[src/rtl/rld_pkg.sv]
package rld_pkg;

   localparam int MAX_FIELD_BYTES = 8;
   localparam int QUEUE_DEPTH     = 2;   // power of two, pointers wrap naturally
   localparam int QUEUE_PTR_W     = $clog2(QUEUE_DEPTH);
   localparam int QUEUE_CNT_W     = QUEUE_PTR_W + 1;
   localparam logic [7:0] SPC_RESET = 8'd8;

   typedef enum logic [1:0] {
      PHASE_HEADER,
      PHASE_LENGTH,
      PHASE_OFFSET
   } phase_type;

   typedef enum logic [1:0] {
      STATUS_RUN,
      STATUS_END,
      STATUS_BAD_HEADER,
      STATUS_NEG_OFFSET
   } status_type;

   // one result in cluster units, scaled to sectors by the back end
   typedef struct packed {
      status_type  status;
      logic        sparse;
      logic [62:0] start_clusters;
      logic [63:0] count_clusters;
   } rld_job_type;

   typedef struct packed {
      logic full;
      logic empty;
   } rld_queue_status_type;

endpackage

[src/rtl/rld_req_if.sv]
interface rld_req_if;
   logic       valid;
   logic       ready;
   logic [7:0] data_byte;
   logic       list_start;

   modport source (output valid, output data_byte, output list_start, input ready);
   modport sink (input valid, input data_byte, input list_start, output ready);
endinterface

[src/rtl/rld_rsp_if.sv]
interface rld_rsp_if;
   logic        valid;
   logic        ready;
   logic [62:0] start_sector;
   logic [63:0] run_sectors;
   logic        sparse_run;
   logic [1:0]  status;

   modport source (output valid, output start_sector, output run_sectors,
                   output sparse_run, output status, input ready);
   modport sink (input valid, input start_sector, input run_sectors,
                 input sparse_run, input status, output ready);
endinterface

[src/rtl/rld_front.sv]
module rld_front (
   input  logic                         clock,
   input  logic                         reset,
   rld_req_if.sink                      req,
   input  rld_pkg::rld_queue_status_type q_status,
   output logic                         push,
   output rld_pkg::rld_job_type         push_job
);

   rld_pkg::phase_type phase_ff, phase_in, cur_phase;
   logic [3:0]  bytes_left_ff, bytes_left_in;
   logic [3:0]  off_cnt_ff, off_cnt_in;
   logic [2:0]  byte_pos_ff, byte_pos_in;
   logic [63:0] len_acc_ff, len_acc_in;
   logic [63:0] off_acc_ff, off_acc_in;
   logic [63:0] abs_ff, abs_in, cur_abs;
   logic [63:0] total_ff, total_in, cur_total;
   logic        halted_ff, halted_in, cur_halted;

   logic        accept;
   logic [7:0]  b;
   logic [3:0]  len_n, off_n;
   logic [3:0]  bytes_dec;
   logic [63:0] len_new, off_new, sext_mask, off_full;
   logic [63:0] fin_len, rel, abs_sum, total_sum;
   logic        fin_sparse;

   assign req.ready = !q_status.full;
   assign accept    = req.valid && req.ready;
   assign b         = req.data_byte;
   assign len_n     = b[3:0];
   assign off_n     = b[7:4];
   assign bytes_dec = bytes_left_ff - 4'd1;

   // a list start clears the list state before the byte is decoded
   assign cur_phase  = req.list_start ? rld_pkg::PHASE_HEADER : phase_ff;
   assign cur_abs    = req.list_start ? 64'd0 : abs_ff;
   assign cur_total  = req.list_start ? 64'd0 : total_ff;
   assign cur_halted = req.list_start ? 1'b0 : halted_ff;

   always_comb begin
      len_new = len_acc_ff;
      len_new[{byte_pos_ff, 3'b000} +: 8] = b;
      off_new = off_acc_ff;
      off_new[{byte_pos_ff, 3'b000} +: 8] = b;
   end

   // sign extension from bit 7 of the top offset byte
   always_comb begin
      for (int k = 0; k < 8; k++) begin
         sext_mask[k*8 +: 8] = (b[7] && (4'(k) >= off_cnt_ff)) ? 8'hFF : 8'h00;
      end
   end

   assign off_full   = off_new | sext_mask;
   assign fin_sparse = (off_cnt_ff == 4'd0);
   assign fin_len    = (cur_phase == rld_pkg::PHASE_LENGTH) ? len_new : len_acc_ff;
   assign rel        = (cur_phase == rld_pkg::PHASE_OFFSET) ? off_full : 64'd0;
   assign abs_sum    = cur_abs + rel;
   assign total_sum  = cur_total + fin_len;

   always_comb begin
      phase_in      = phase_ff;
      bytes_left_in = bytes_left_ff;
      off_cnt_in    = off_cnt_ff;
      byte_pos_in   = byte_pos_ff;
      len_acc_in    = len_acc_ff;
      off_acc_in    = off_acc_ff;
      abs_in        = abs_ff;
      total_in      = total_ff;
      halted_in     = halted_ff;
      push          = 1'b0;
      push_job      = '0;
      if (accept) begin
         phase_in  = cur_phase;
         abs_in    = cur_abs;
         total_in  = cur_total;
         halted_in = cur_halted;
         if (!cur_halted) begin
            unique case (cur_phase)
               rld_pkg::PHASE_HEADER: begin
                  if (b == 8'd0) begin
                     halted_in               = 1'b1;
                     push                    = 1'b1;
                     push_job.status         = rld_pkg::STATUS_END;
                     push_job.count_clusters = cur_total;
                  end else if (len_n == 4'd0 || len_n > 4'(rld_pkg::MAX_FIELD_BYTES) ||
                               off_n > 4'(rld_pkg::MAX_FIELD_BYTES)) begin
                     halted_in       = 1'b1;
                     push            = 1'b1;
                     push_job.status = rld_pkg::STATUS_BAD_HEADER;
                  end else begin
                     off_cnt_in    = off_n;
                     bytes_left_in = len_n;
                     byte_pos_in   = 3'd0;
                     len_acc_in    = 64'd0;
                     off_acc_in    = 64'd0;
                     phase_in      = rld_pkg::PHASE_LENGTH;
                  end
               end
               rld_pkg::PHASE_LENGTH, rld_pkg::PHASE_OFFSET: begin
                  byte_pos_in   = byte_pos_ff + 3'd1;
                  bytes_left_in = bytes_dec;
                  if (cur_phase == rld_pkg::PHASE_LENGTH) begin
                     len_acc_in = len_new;
                  end else begin
                     off_acc_in = off_new;
                  end
                  if (bytes_dec == 4'd0) begin
                     if (cur_phase == rld_pkg::PHASE_LENGTH && !fin_sparse) begin
                        phase_in      = rld_pkg::PHASE_OFFSET;
                        bytes_left_in = off_cnt_ff;
                        byte_pos_in   = 3'd0;
                     end else begin
                        // run complete
                        phase_in = rld_pkg::PHASE_HEADER;
                        total_in = total_sum;
                        abs_in   = abs_sum;
                        push     = 1'b1;
                        if (abs_sum[63]) begin
                           halted_in       = 1'b1;
                           push_job.status = rld_pkg::STATUS_NEG_OFFSET;
                        end else begin
                           push_job.status         = rld_pkg::STATUS_RUN;
                           push_job.sparse         = fin_sparse;
                           push_job.start_clusters = abs_sum[62:0];
                           push_job.count_clusters = fin_len;
                        end
                     end
                  end
               end
               default: begin
                  phase_in = rld_pkg::PHASE_HEADER;
               end
            endcase
         end
      end
   end

   always_ff @(posedge clock) begin
      if (reset) begin
         phase_ff      <= rld_pkg::PHASE_HEADER;
         bytes_left_ff <= 4'd0;
         off_cnt_ff    <= 4'd0;
         byte_pos_ff   <= 3'd0;
         len_acc_ff    <= 64'd0;
         off_acc_ff    <= 64'd0;
         abs_ff        <= 64'd0;
         total_ff      <= 64'd0;
         halted_ff     <= 1'b0;
      end else begin
         phase_ff      <= phase_in;
         bytes_left_ff <= bytes_left_in;
         off_cnt_ff    <= off_cnt_in;
         byte_pos_ff   <= byte_pos_in;
         len_acc_ff    <= len_acc_in;
         off_acc_ff    <= off_acc_in;
         abs_ff        <= abs_in;
         total_ff      <= total_in;
         halted_ff     <= halted_in;
      end
   end

endmodule

[src/rtl/rld_queue.sv]
module rld_queue (
   input  logic                          clock,
   input  logic                          reset,
   input  logic                          push,
   input  rld_pkg::rld_job_type          push_job,
   input  logic                          pop,
   output rld_pkg::rld_job_type          head_job,
   output rld_pkg::rld_queue_status_type q_status
);

   rld_pkg::rld_job_type entry_ff [rld_pkg::QUEUE_DEPTH];
   logic [rld_pkg::QUEUE_PTR_W-1:0] wr_ptr_ff, wr_ptr_in;
   logic [rld_pkg::QUEUE_PTR_W-1:0] rd_ptr_ff, rd_ptr_in;
   logic [rld_pkg::QUEUE_CNT_W-1:0] count_ff, count_in;
   logic do_push, do_pop;

   assign q_status.full  = (count_ff == rld_pkg::QUEUE_CNT_W'(rld_pkg::QUEUE_DEPTH));
   assign q_status.empty = (count_ff == '0);
   assign do_push  = push && !q_status.full;
   assign do_pop   = pop && !q_status.empty;
   assign head_job = entry_ff[rd_ptr_ff];

   always_comb begin
      wr_ptr_in = do_push ? wr_ptr_ff + 1'b1 : wr_ptr_ff;
      rd_ptr_in = do_pop ? rd_ptr_ff + 1'b1 : rd_ptr_ff;
      count_in  = count_ff;
      if (do_push && !do_pop) begin
         count_in = count_ff + 1'b1;
      end else if (do_pop && !do_push) begin
         count_in = count_ff - 1'b1;
      end
   end

   always_ff @(posedge clock) begin
      if (do_push) begin
         entry_ff[wr_ptr_ff] <= push_job;
      end
   end

   always_ff @(posedge clock) begin
      if (reset) begin
         wr_ptr_ff <= '0;
         rd_ptr_ff <= '0;
         count_ff  <= '0;
      end else begin
         wr_ptr_ff <= wr_ptr_in;
         rd_ptr_ff <= rd_ptr_in;
         count_ff  <= count_in;
      end
   end

endmodule

[src/rtl/rld_back.sv]
module rld_back (
   input  logic                         clock,
   input  logic                         reset,
   input  logic [7:0]                   spc,
   input  rld_pkg::rld_job_type         head_job,
   input  rld_pkg::rld_queue_status_type q_status,
   output logic                         pop,
   rld_rsp_if.source                    rsp
);

   logic        out_valid_ff, out_valid_in;
   logic [62:0] start_ff;
   logic [63:0] count_ff;
   logic        sparse_ff;
   logic [1:0]  status_ff;
   logic [62:0] start_prod;
   logic [63:0] count_prod;

   // error jobs carry zero counts, so the products come out zero as well
   assign start_prod = head_job.start_clusters * {55'd0, spc};
   assign count_prod = head_job.count_clusters * {56'd0, spc};

   assign pop = !q_status.empty && (!out_valid_ff || rsp.ready);

   always_comb begin
      out_valid_in = out_valid_ff;
      if (pop) begin
         out_valid_in = 1'b1;
      end else if (rsp.ready) begin
         out_valid_in = 1'b0;
      end
   end

   always_ff @(posedge clock) begin
      if (pop) begin
         start_ff  <= start_prod;
         count_ff  <= count_prod;
         sparse_ff <= head_job.sparse;
         status_ff <= head_job.status;
      end
   end

   always_ff @(posedge clock) begin
      if (reset) begin
         out_valid_ff <= 1'b0;
      end else begin
         out_valid_ff <= out_valid_in;
      end
   end

   assign rsp.valid        = out_valid_ff;
   assign rsp.start_sector = start_ff;
   assign rsp.run_sectors  = count_ff;
   assign rsp.sparse_run   = sparse_ff;
   assign rsp.status       = status_ff;

endmodule

[src/rtl/run_list_decoder_top.sv]
// channel  dir  payload                                          handshake
// req      in   data_byte[7:0], list_start                       valid/ready
// rsp      out  start_sector[62:0], run_sectors[63:0],
//               sparse_run, status[1:0]                          valid/ready
// csr      in   csr_write_data[7:0] = sectors per cluster        csr_write_enable
//
// one byte per cycle unless the queue is full; a run's result passes through the queue write,
// then the scaling multiply into the output register
// synchronous active-high reset; sectors per cluster resets to 8
// the front parser stalls only when the two-entry queue is full; the queue
// fills when rsp stays not ready, and while it is full every byte waits,
// even one that produces no item
module run_list_decoder_top (
   input  logic       clock,
   input  logic       reset,
   rld_req_if.sink    req,
   rld_rsp_if.source  rsp,
   input  logic       csr_write_enable,
   input  logic [7:0] csr_write_data
);

   logic [7:0] spc_ff, spc_in;
   logic                          push, pop;
   rld_pkg::rld_job_type          push_job, head_job;
   rld_pkg::rld_queue_status_type q_status;

   assign spc_in = csr_write_enable ? csr_write_data : spc_ff;

   always_ff @(posedge clock) begin
      if (reset) begin
         spc_ff <= rld_pkg::SPC_RESET;
      end else begin
         spc_ff <= spc_in;
      end
   end

   rld_front u_front (
      .clock    (clock),
      .reset    (reset),
      .req      (req),
      .q_status (q_status),
      .push     (push),
      .push_job (push_job)
   );

   rld_queue u_queue (
      .clock    (clock),
      .reset    (reset),
      .push     (push),
      .push_job (push_job),
      .pop      (pop),
      .head_job (head_job),
      .q_status (q_status)
   );

   rld_back u_back (
      .clock    (clock),
      .reset    (reset),
      .spc      (spc_ff),
      .head_job (head_job),
      .q_status (q_status),
      .pop      (pop),
      .rsp      (rsp)
   );

endmodule

[src/flat_wrapper.sv]
// flat-port wrapper written by rule: the top's interface ports become plain ports
module run_list_decoder_top_flat 
  (clock, reset, csr_write_enable, csr_write_data, req_valid, req_data_byte, req_list_start, req_ready, rsp_valid, rsp_start_sector, rsp_run_sectors, rsp_sparse_run, rsp_status, rsp_ready);
  rld_req_if req_i ();
  rld_rsp_if rsp_i ();
  input  logic clock;
  input  logic reset;
  input  logic csr_write_enable;
  input  logic [7:0] csr_write_data;
  input wire logic [$bits(req_i.valid)-1:0] req_valid;
  input wire logic [$bits(req_i.data_byte)-1:0] req_data_byte;
  input wire logic [$bits(req_i.list_start)-1:0] req_list_start;
  output wire logic [$bits(req_i.ready)-1:0] req_ready;
  output wire logic [$bits(rsp_i.valid)-1:0] rsp_valid;
  output wire logic [$bits(rsp_i.start_sector)-1:0] rsp_start_sector;
  output wire logic [$bits(rsp_i.run_sectors)-1:0] rsp_run_sectors;
  output wire logic [$bits(rsp_i.sparse_run)-1:0] rsp_sparse_run;
  output wire logic [$bits(rsp_i.status)-1:0] rsp_status;
  input wire logic [$bits(rsp_i.ready)-1:0] rsp_ready;
  assign req_i.valid = req_valid;
  assign req_i.data_byte = req_data_byte;
  assign req_i.list_start = req_list_start;
  assign req_ready = req_i.ready;
  assign rsp_valid = rsp_i.valid;
  assign rsp_start_sector = rsp_i.start_sector;
  assign rsp_run_sectors = rsp_i.run_sectors;
  assign rsp_sparse_run = rsp_i.sparse_run;
  assign rsp_status = rsp_i.status;
  assign rsp_i.ready = rsp_ready;
  run_list_decoder_top u_core (.clock(clock), .reset(reset), .req(req_i), .rsp(rsp_i), .csr_write_enable(csr_write_enable), .csr_write_data(csr_write_data));
endmodule
[config.mk]
export PLATFORM = sky130hd
export DESIGN_NAME = run_list_decoder_top_flat
export DESIGN_NICKNAME = d
export VERILOG_FILES = /design/src/rtl/rld_pkg.sv /design/src/rtl/rld_req_if.sv /design/src/rtl/rld_rsp_if.sv /design/src/rtl/rld_front.sv /design/src/rtl/rld_queue.sv /design/src/rtl/rld_back.sv /design/src/rtl/run_list_decoder_top.sv /design/src/flat_wrapper.sv
export SDC_FILE = /design/constraint.sdc
export NUM_CORES = 2
export LEC_CHECK = 0
export BUFFER_PORTS_ARGS = -buffer_cell sky130_fd_sc_hd__buf_2
export CAP_MARGIN = 20
export CORE_ASPECT_RATIO = 1.1
export CORE_MARGIN = 8
export CORE_UTILIZATION = 55
export CTS_CLUSTER_SIZE = 8
export DETAILED_ROUTE_END_ITERATION = 8
export GPL_TIMING_DRIVEN = 0
export PLACE_DENSITY = 0.77
export SLEW_MARGIN = 20
export SYNTH_ARGS = -nofsm -noshare
export SYNTH_HDL_FRONTEND = slang
export SYNTH_SLANG_ARGS = --single-unit
export TNS_END_PERCENT = 30
[constraint.sdc]
create_clock -name clock -period 8.8 [get_ports clock]
set_input_delay 0.44 -clock clock [delete_from_list [all_inputs] [get_ports clock]]
set_output_delay 0.44 -clock clock [all_outputs]
set_load 0.02 [all_outputs]
# ---- After elaboration in Yosys (flattened, before gate mapping)
# Memory sizes are Yosys's and may differ from the RTL's. A register that Yosys moved wholly into a read port is not among the register bits.
# Index checks and enable logic that the tools add are counted.
dict set report word_totals {
  reg_bits 413
  ramBits 260
  inputBits 22
  output_inout_bits 132
  elab_cells 166
  n_memories 1
}
# memory words width read_ports rd_clocked_by_memory_dff wr line_no
set mem_list {}
lappend mem_list {u_core.u_queue.entry_ff 2 130 1 1 1 rld_queue.sv:11} ;# rld_pkg::rld_job_type entry_ff [rld_pkg::QUEUE_DEPTH];
dict set report classes {
  n_addsub 9
  n_mul 2
  n_lt_le_gt_ge 10
  n_eq_ne 6
  n_shift 2
  n_mux 77
  bitwise_logic 4
  reduce_logical 37
}
# op count
set op_table {}
lappend op_table {{64-bit two-way mux} 17}
lappend op_table {{130-bit two-way mux} 4}
lappend op_table {{64-bit one-hot mux with 2 select lines} 3}
lappend op_table {{64-bit adder} 2}
lappend op_table {{64-bit bitwise mux} 2}
lappend op_table {{128-bit two-way mux} 1}
lappend op_table {{64-bit by 8-bit multiplier with 64-bit output} 1}
lappend op_table {{8-bit two-way mux} 8}
lappend op_table {{64-bit OR} 1}
lappend op_table {{8-bit by 8-bit variable shift with 64-bit output, first input constant} 1}
lappend op_table {{8-bit by 8-bit indexed part select with 64-bit output} 1}
lappend op_table {{63-bit by 8-bit multiplier with 63-bit output} 1}
lappend op_table {{2-bit two-way mux} 11}
lappend op_table {{1-bit two-way mux} 17}
lappend op_table {{3-bit by 4-bit greater-or-equal comparator with 1-bit output, first input constant} 4}
lappend op_table {{4-bit two-way mux} 4}
lappend op_table {{1-bit logical AND} 15}
lappend op_table {{4-bit zero test} 3}
lappend op_table {{3-bit two-way mux} 4}
lappend op_table {{5-bit AND reduction} 2}
lappend op_table {{1-bit by 4-bit greater-or-equal comparator with 1-bit output, first input constant} 2}
lappend op_table {{2-bit by 4-bit greater-or-equal comparator with 1-bit output, first input constant} 2}
lappend op_table {{4-bit greater-than comparator, second input constant} 2}
lappend op_table {{8-bit zero test} 1}
lappend op_table {{20 further kinds} 38}

# ---- Logic depth before layout (Yosys ltp)
dict set report logic_depth {
  depth_word 13
  ltp_mapped 27
  ltp_nobuf 22
}

# ---- Cells and area by module
# Synthesis repeated with hierarchy kept, for this count alone.
dict set report unflattened {
  cells_unflattened 6891
  area_unflattened_um2 64466.8
}
# module instances cells_per_inst area_per_inst_um2 seq_area_each_um2
set modules_own_cells {}
lappend modules_own_cells {rld_back 1 3546 33306.9 3923.8}
lappend modules_own_cells {rld_front 1 2890 21245.4 5405.2}
lappend modules_own_cells {rld_queue 1 429 9624.2 7907.6}
lappend modules_own_cells {run_list_decoder_top 1 26 290.3 160.2}

# ---- Least setup slack after synthesis
# Ideal clock, no wire load.
dict set report synth_timing {
  path_type {input-to-reg}
  from {input port req_list_start}
  to {memory u_core.u_queue.entry_ff[0][0] in the netlist's numbering, enable pin}
  setup_time_ps 636
  t_arrival_ps 7637
  required_time_ps 8164
  setup_slack_ps 526
  path_stages 9
  path_buffers 2
  path_cell_list {inv_1 nand2_1 ha_1 clkbuf_1 nand2_1 clkbuf_1 nand3_1 a21oi_1 nor2b_1}
}
dict set report synth_via {
  elab_chain_len 11
}
# item line_no
set synth_rtl {}
lappend synth_rtl {{start: declaration} flat_wrapper.sv:12} ;# input wire logic [$bits(req_i.list_start)-1:0] req_list_start;
lappend synth_rtl {{2-bit two-way mux} rld_front.sv:36} ;# assign cur_phase = req.list_start ? rld_pkg::PHASE_HEADER : phase_ff;
lappend synth_rtl {{2-bit by 1-bit equality test with 1-bit output} {rld_front.sv:80, rld_front.sv:110}}
lappend synth_rtl {{1-bit logical AND} rld_front.sv:110} ;# if (cur_phase == rld_pkg::PHASE_LENGTH && !fin_sparse) begin
lappend synth_rtl {{1-bit two-way mux} rld_front.sv:110}
lappend synth_rtl {{1-bit two-way mux} rld_front.sv:109} ;# if (bytes_dec == 4'd0) begin
lappend synth_rtl {{1-bit one-hot mux with 2 select lines} rld_front.sv:80} ;# unique case (cur_phase)
lappend synth_rtl {{1-bit two-way mux *} rld_front.sv:79} ;# if (!cur_halted) begin
lappend synth_rtl {{1-bit two-way mux *} rld_front.sv:74} ;# if (accept) begin
lappend synth_rtl {{1-bit logical AND *} rld_queue.sv:19} ;# assign do_push = push && !q_status.full;
lappend synth_rtl {{via u_core.u_queue.do_push} rld_queue.sv:15} ;# logic do_push, do_pop;
lappend synth_rtl {{1-bit two-way mux *} rld_queue.sv:35} ;# if (do_push) begin
lappend synth_rtl {{1-bit two-way mux (not written as such) *} rld_queue.sv:36} ;# entry_ff[wr_ptr_ff] <= push_job;
lappend synth_rtl {{end: declaration} rld_queue.sv:11}
# Mark *: on every way through the listed nets, which the timed path passes. The rest lies on a longest branch.

==> summary.txt <==
Detailed routing
  • DR vias/cell: 6.10
  • Vias: 52100
  • Residual DRC: 0
  • Top Layer Used: met5
  • Routed WL: 199 mm
  • Wire length on met1: 77.9 mm
  • Initial DRC count: 4867
  • First-pass detailed-route iteration total: 9
  • Remaining antenna violation count: 0
  • Met3 Wirelength: 20.2 mm
  • WL/cell: 23.3 um
  • Met2 WL post-DR: 88.7 mm

Clocking
  • Clock transition at path regs: 0.05 ns
  • Num CTS Buffers: 95
  • TritonCTS clock tree: built
  • Worst skew pair latency: 0.71 ns
  • Clk root buf: clkbuf_16
  • H-tree Lvls: 3
  • Clk buf depth: 3
  • Post-CTS Setup Bufs: 0
  • Clk sinks: 674

Pwr
  • Clock group share of total power: 0.167
  • P_leak: 26.4 nW
  • Internal power: 11.0 mW
  • Pwr/cell area: 301 mW/mm^2
  • Reg power frac: 0.217
  • Sw Share: 0.468
  • Sw power: 9.66 mW
  • Comb power frac: 0.617
  • Maximum vdd drop: 0.260 mV

Global routing
  • Initial antenna violation count: 4
  • GRT Residual Overflow: 0
  • Total track usage: 0.310
  • Largest net degree at the start of global routing: 108
  • Vias in the first global route: 52400
  • Global-route wire length before repair: 304 mm

Critical path
  • R2R cell count: 24
  • CP cell instances: clkbuf_2, buf_2, clkbuf_2, mux2i_4, nand2b_1, fa_1, fa_1, inv_1, fa_1, inv_1, fa_1, inv_1, ha_1, o21ai_0, a211oi_1, a221oi_2, nor4_2, o21ai_1, nand3b_1, a21boi_1, o21ai_0, a21oi_1, o21ai_0, xor2_1
  • Crit path buf inv count: 6
  • CP Data Required Time: 9.19 ns
  • Critical Path Source Type: flip-flop
  • Crit path depth: 24
  • Critical path's slowest cell: xor2_1
  • Critical path endpoint category: flip-flop
  • Top cell by count, worst path: fa_1
  • Crit path kind: reg -> reg
  • CP max FO: 13
  • Top delay family on crit path: adder cells
  • Worst EP arrival: 8.86 ns
  • Crit-path max cell delay: 0.58 ns

Synthesis
  • Sequential share of the synthesized area: 0.277
  • Yosys warns: 0
  • Netlist Area Pre-Place: 0.0629 mm^2
  • Ys async rst share: 0
  • Yosys cell types: 99
  • #FFs+latches synth: 674
  • Number of synthesized flops with an enable pin: 390
  • Syn_nets: 7712
  • Mean Syn Cell Area: 9.36 um^2
  • Main flop type after synthesis: edfxtp_1
  • Post-Syn Instances: 6718

Placement
  • Placement Setup Slack: -1.43 ns
  • Post-DP HPWL: 155 mm
  • RePlAce Congestion: 1.02
  • PortBufs: 146

STA
  • Max Clk Rate: 118 MHz
  • Slew @ Worst Pin: 1.23 ns
  • Period utilization: 0.962
  • Unrepaired setup endpoints after global routing: no
  • Setup violators final: 0
  • Post-layout worst setup margin: 0.331 ns
  • Hold Vio Cnt, Final: 0
  • Max_slew headroom: 0.177
  • Hold_ws: 0.0447 ns
  • Max-slew violations: 0
  • Minimum clock period after layout: 8.47 ns
  • Skew final: 0.0347 ns

Die
  • Die X: 338 um
  • Site Rows: 130
  • IO Pins: 154
  • Initial core utilization: 0.552
  • Area of the core: 0.114 mm^2
  • Die Ht: 371 um
  • Die ar.: 0.125 mm^2

Final layout
  • Fin nets: 7967
  • Number of fill cells: 9698
  • Layout cell share with drive strength beyond 1: 0.0783
  • Area Overhead vs Synth: 9.00%

Hold path
  • Hold-critical path depth: 3
  • Worst min-delay path class: in -> reg

Status
  • Status: finished clean

Job
  • Max cap viols: 0
-- cells in the final DEF, fill, tap and decap left out, types with 20 or more instances in the layout --
cell type    n
a211oi_1    32
a21o_1     154
a21oi_1    408
a22o_1      72
a22oi_1    115
a31oi_1     69
and2_1     395
and3_1      31
buf_2      162
clkbuf_1   357
clkbuf_16   96
dfxtp_1    283
edfxtp_1   390
fa_1       692
ha_1       280
inv_1      582
mux2_2     188
mux2i_1     40
nand2_1    965
nand2b_1    30
nand3_1    140
nand4_1     56
nor2_1     383
nor2b_1    182
nor3_1      48
o21a_1      26
o21ai_0    175
o21ai_1     27
o21bai_1    48
or3_1       20
xnor2_1    172
xor2_1      88
-- timing repair --
item	CTS	global route
resized for setup	14	5
setup endpoints to repair	49	16
hold endpoints to repair	5	0
hold buffers	5	0
pin swaps	0	0
-- stage by stage --
step | TNS [ns] | area [um^2] | total power [mW] | utilization | instances
global placement | -431.14 | 65500 | 16.7 | 0.575 | 8382
global route | 0 | 68500 | 22.1 | 0.602 | 8547
finish | 0 | 68600 | 20.6 | 0.602 | 8549
CTS | 0 | 68500 | 20.5 | 0.602 | 8547
detailed placement | -17.94 | 65700 | 16.9 | 0.577 | 8390
floorplan | 0 | 62900 | 13.5 | - | 6718
-- layer usage --
layer	global-route usage	vias to the layer above
li1	-	23100
met1	0.397	25500
met2	0.493	2901
met3	0.0667	604
met4	0.172	6
met5	0	-
-- Yosys cell counts (88+ instances only) --
cell type / number / area share
a21o_1: 154 / 0.018
a21oi_1: 408 / 0.032
a22oi_1: 115 / 0.014
and2_1: 396 / 0.039
clkbuf_1: 321 / 0.019
dfxtp_1: 284 / 0.090
edfxtp_1: 390 / 0.19
fa_1: 692 / 0.22
ha_1: 280 / 0.056
inv_1: 583 / 0.035
mux2_2: 188 / 0.034
nand2_1: 965 / 0.058
nand3_1: 140 / 0.011
nor2_1: 383 / 0.023
nor2b_1: 183 / 0.018
o21ai_0: 175 / 0.014
xnor2_1: 172 / 0.024
xor2_1: 88 / 0.012
-- final timing paths --
path | startpoint | endpoint | slack, ns
hold / removal | csr_write_data[1] | u_core.spc_ff[1] | 0.04
setup reg to reg | flip-flop | u_core.u_back.rsp.run_sectors[62] | 0.33
hold reg to reg | u_core.u_front.abs_ff[46] | u_core.u_front.abs_ff[46] | 0.45
setup / recovery | flip-flop | u_core.u_back.rsp.run_sectors[62] | 0.33
-- cell type report --
cell class / instances / area (um^2) / area share
clock inverters: 7 / 90.1 / 0.00131
repair buffers: 159 / 971 / 0.0142
well taps: 1518 / 1900 / 0.0277
multi-input cells: 5088 / 41900 / 0.611
clock buffers: 145 / 2630 / 0.0383
flip-flops and latches: 674 / 17400 / 0.254
diodes: 3 / 7.51 / 0.000110
inverters: 589 / 2220 / 0.0324
plain buffers: 366 / 1470 / 0.0215
-- power by group through the flow --
stage / combinational, mW / clock, mW / sequential, mW
6_report: 12.7 / 3.43 / 4.47
5_1_grt: 14.0 / 3.60 / 4.52
4_1_cts: 12.5 / 3.48 / 4.47
3_5_place_dp: 12.4 / 0 / 4.52
3_3_place_gp: 12.1 / 0 / 4.62
2_1_floorplan: 8.45 / 0 / 5.01
-- worst reg2reg max path: cells and delay by family (launching register included) --
kind            cells  cell delay [ns]
compound gates      8             2.20
buf+inv             6             1.43
fa+ha+maj           5             2.20
simple gates        3             0.65
flops               1             0.53
xor+xnor            1             0.58
mux                 1             0.59
-- flip-flops by register name, indices dropped and copies added (netlist names), 2 cells and up, named ones only --
| signal | count |
|---|---|
| u_core.u_back.rsp.run_sectors | 64 |
| u_core.u_front.total_ff | 64 |
| u_core.u_front.abs_ff | 64 |
| u_core.u_front.off_cnt_ff | 4 |
| u_core.spc_ff | 8 |
| u_core.u_front.byte_pos_ff | 3 |
| u_core.u_front.bytes_left_ff | 4 |
| u_core.u_queue.entry_ff | 260 |
| u_core.u_front.off_acc_ff | 64 |
| u_core.u_front.phase_ff | 2 |
| u_core.u_back.rsp.start_sector | 63 |
| u_core.u_front.len_acc_ff | 64 |
| u_core.u_back.rsp.status | 2 |
| u_core.u_queue.count_ff | 2 |
-- logic make-up (layout without fill, tap and decap cells) --
logic type,after synthesis,in the layout,synth area share
AO/OA/AOI/OAI,1303,1303,0.136
XOR/XNOR,262,262,0.0369
adder cells (fa/ha/maj),972,972,0.276
buffers and inverters,956,1266,0.0584
flip-flops,674,674,0.277
multiplexers,230,230,0.0403
other,0,3,0
AND/OR/NAND/NOR,2321,2321,0.175
No activity file was read; power rests on OpenSTA's default activity.
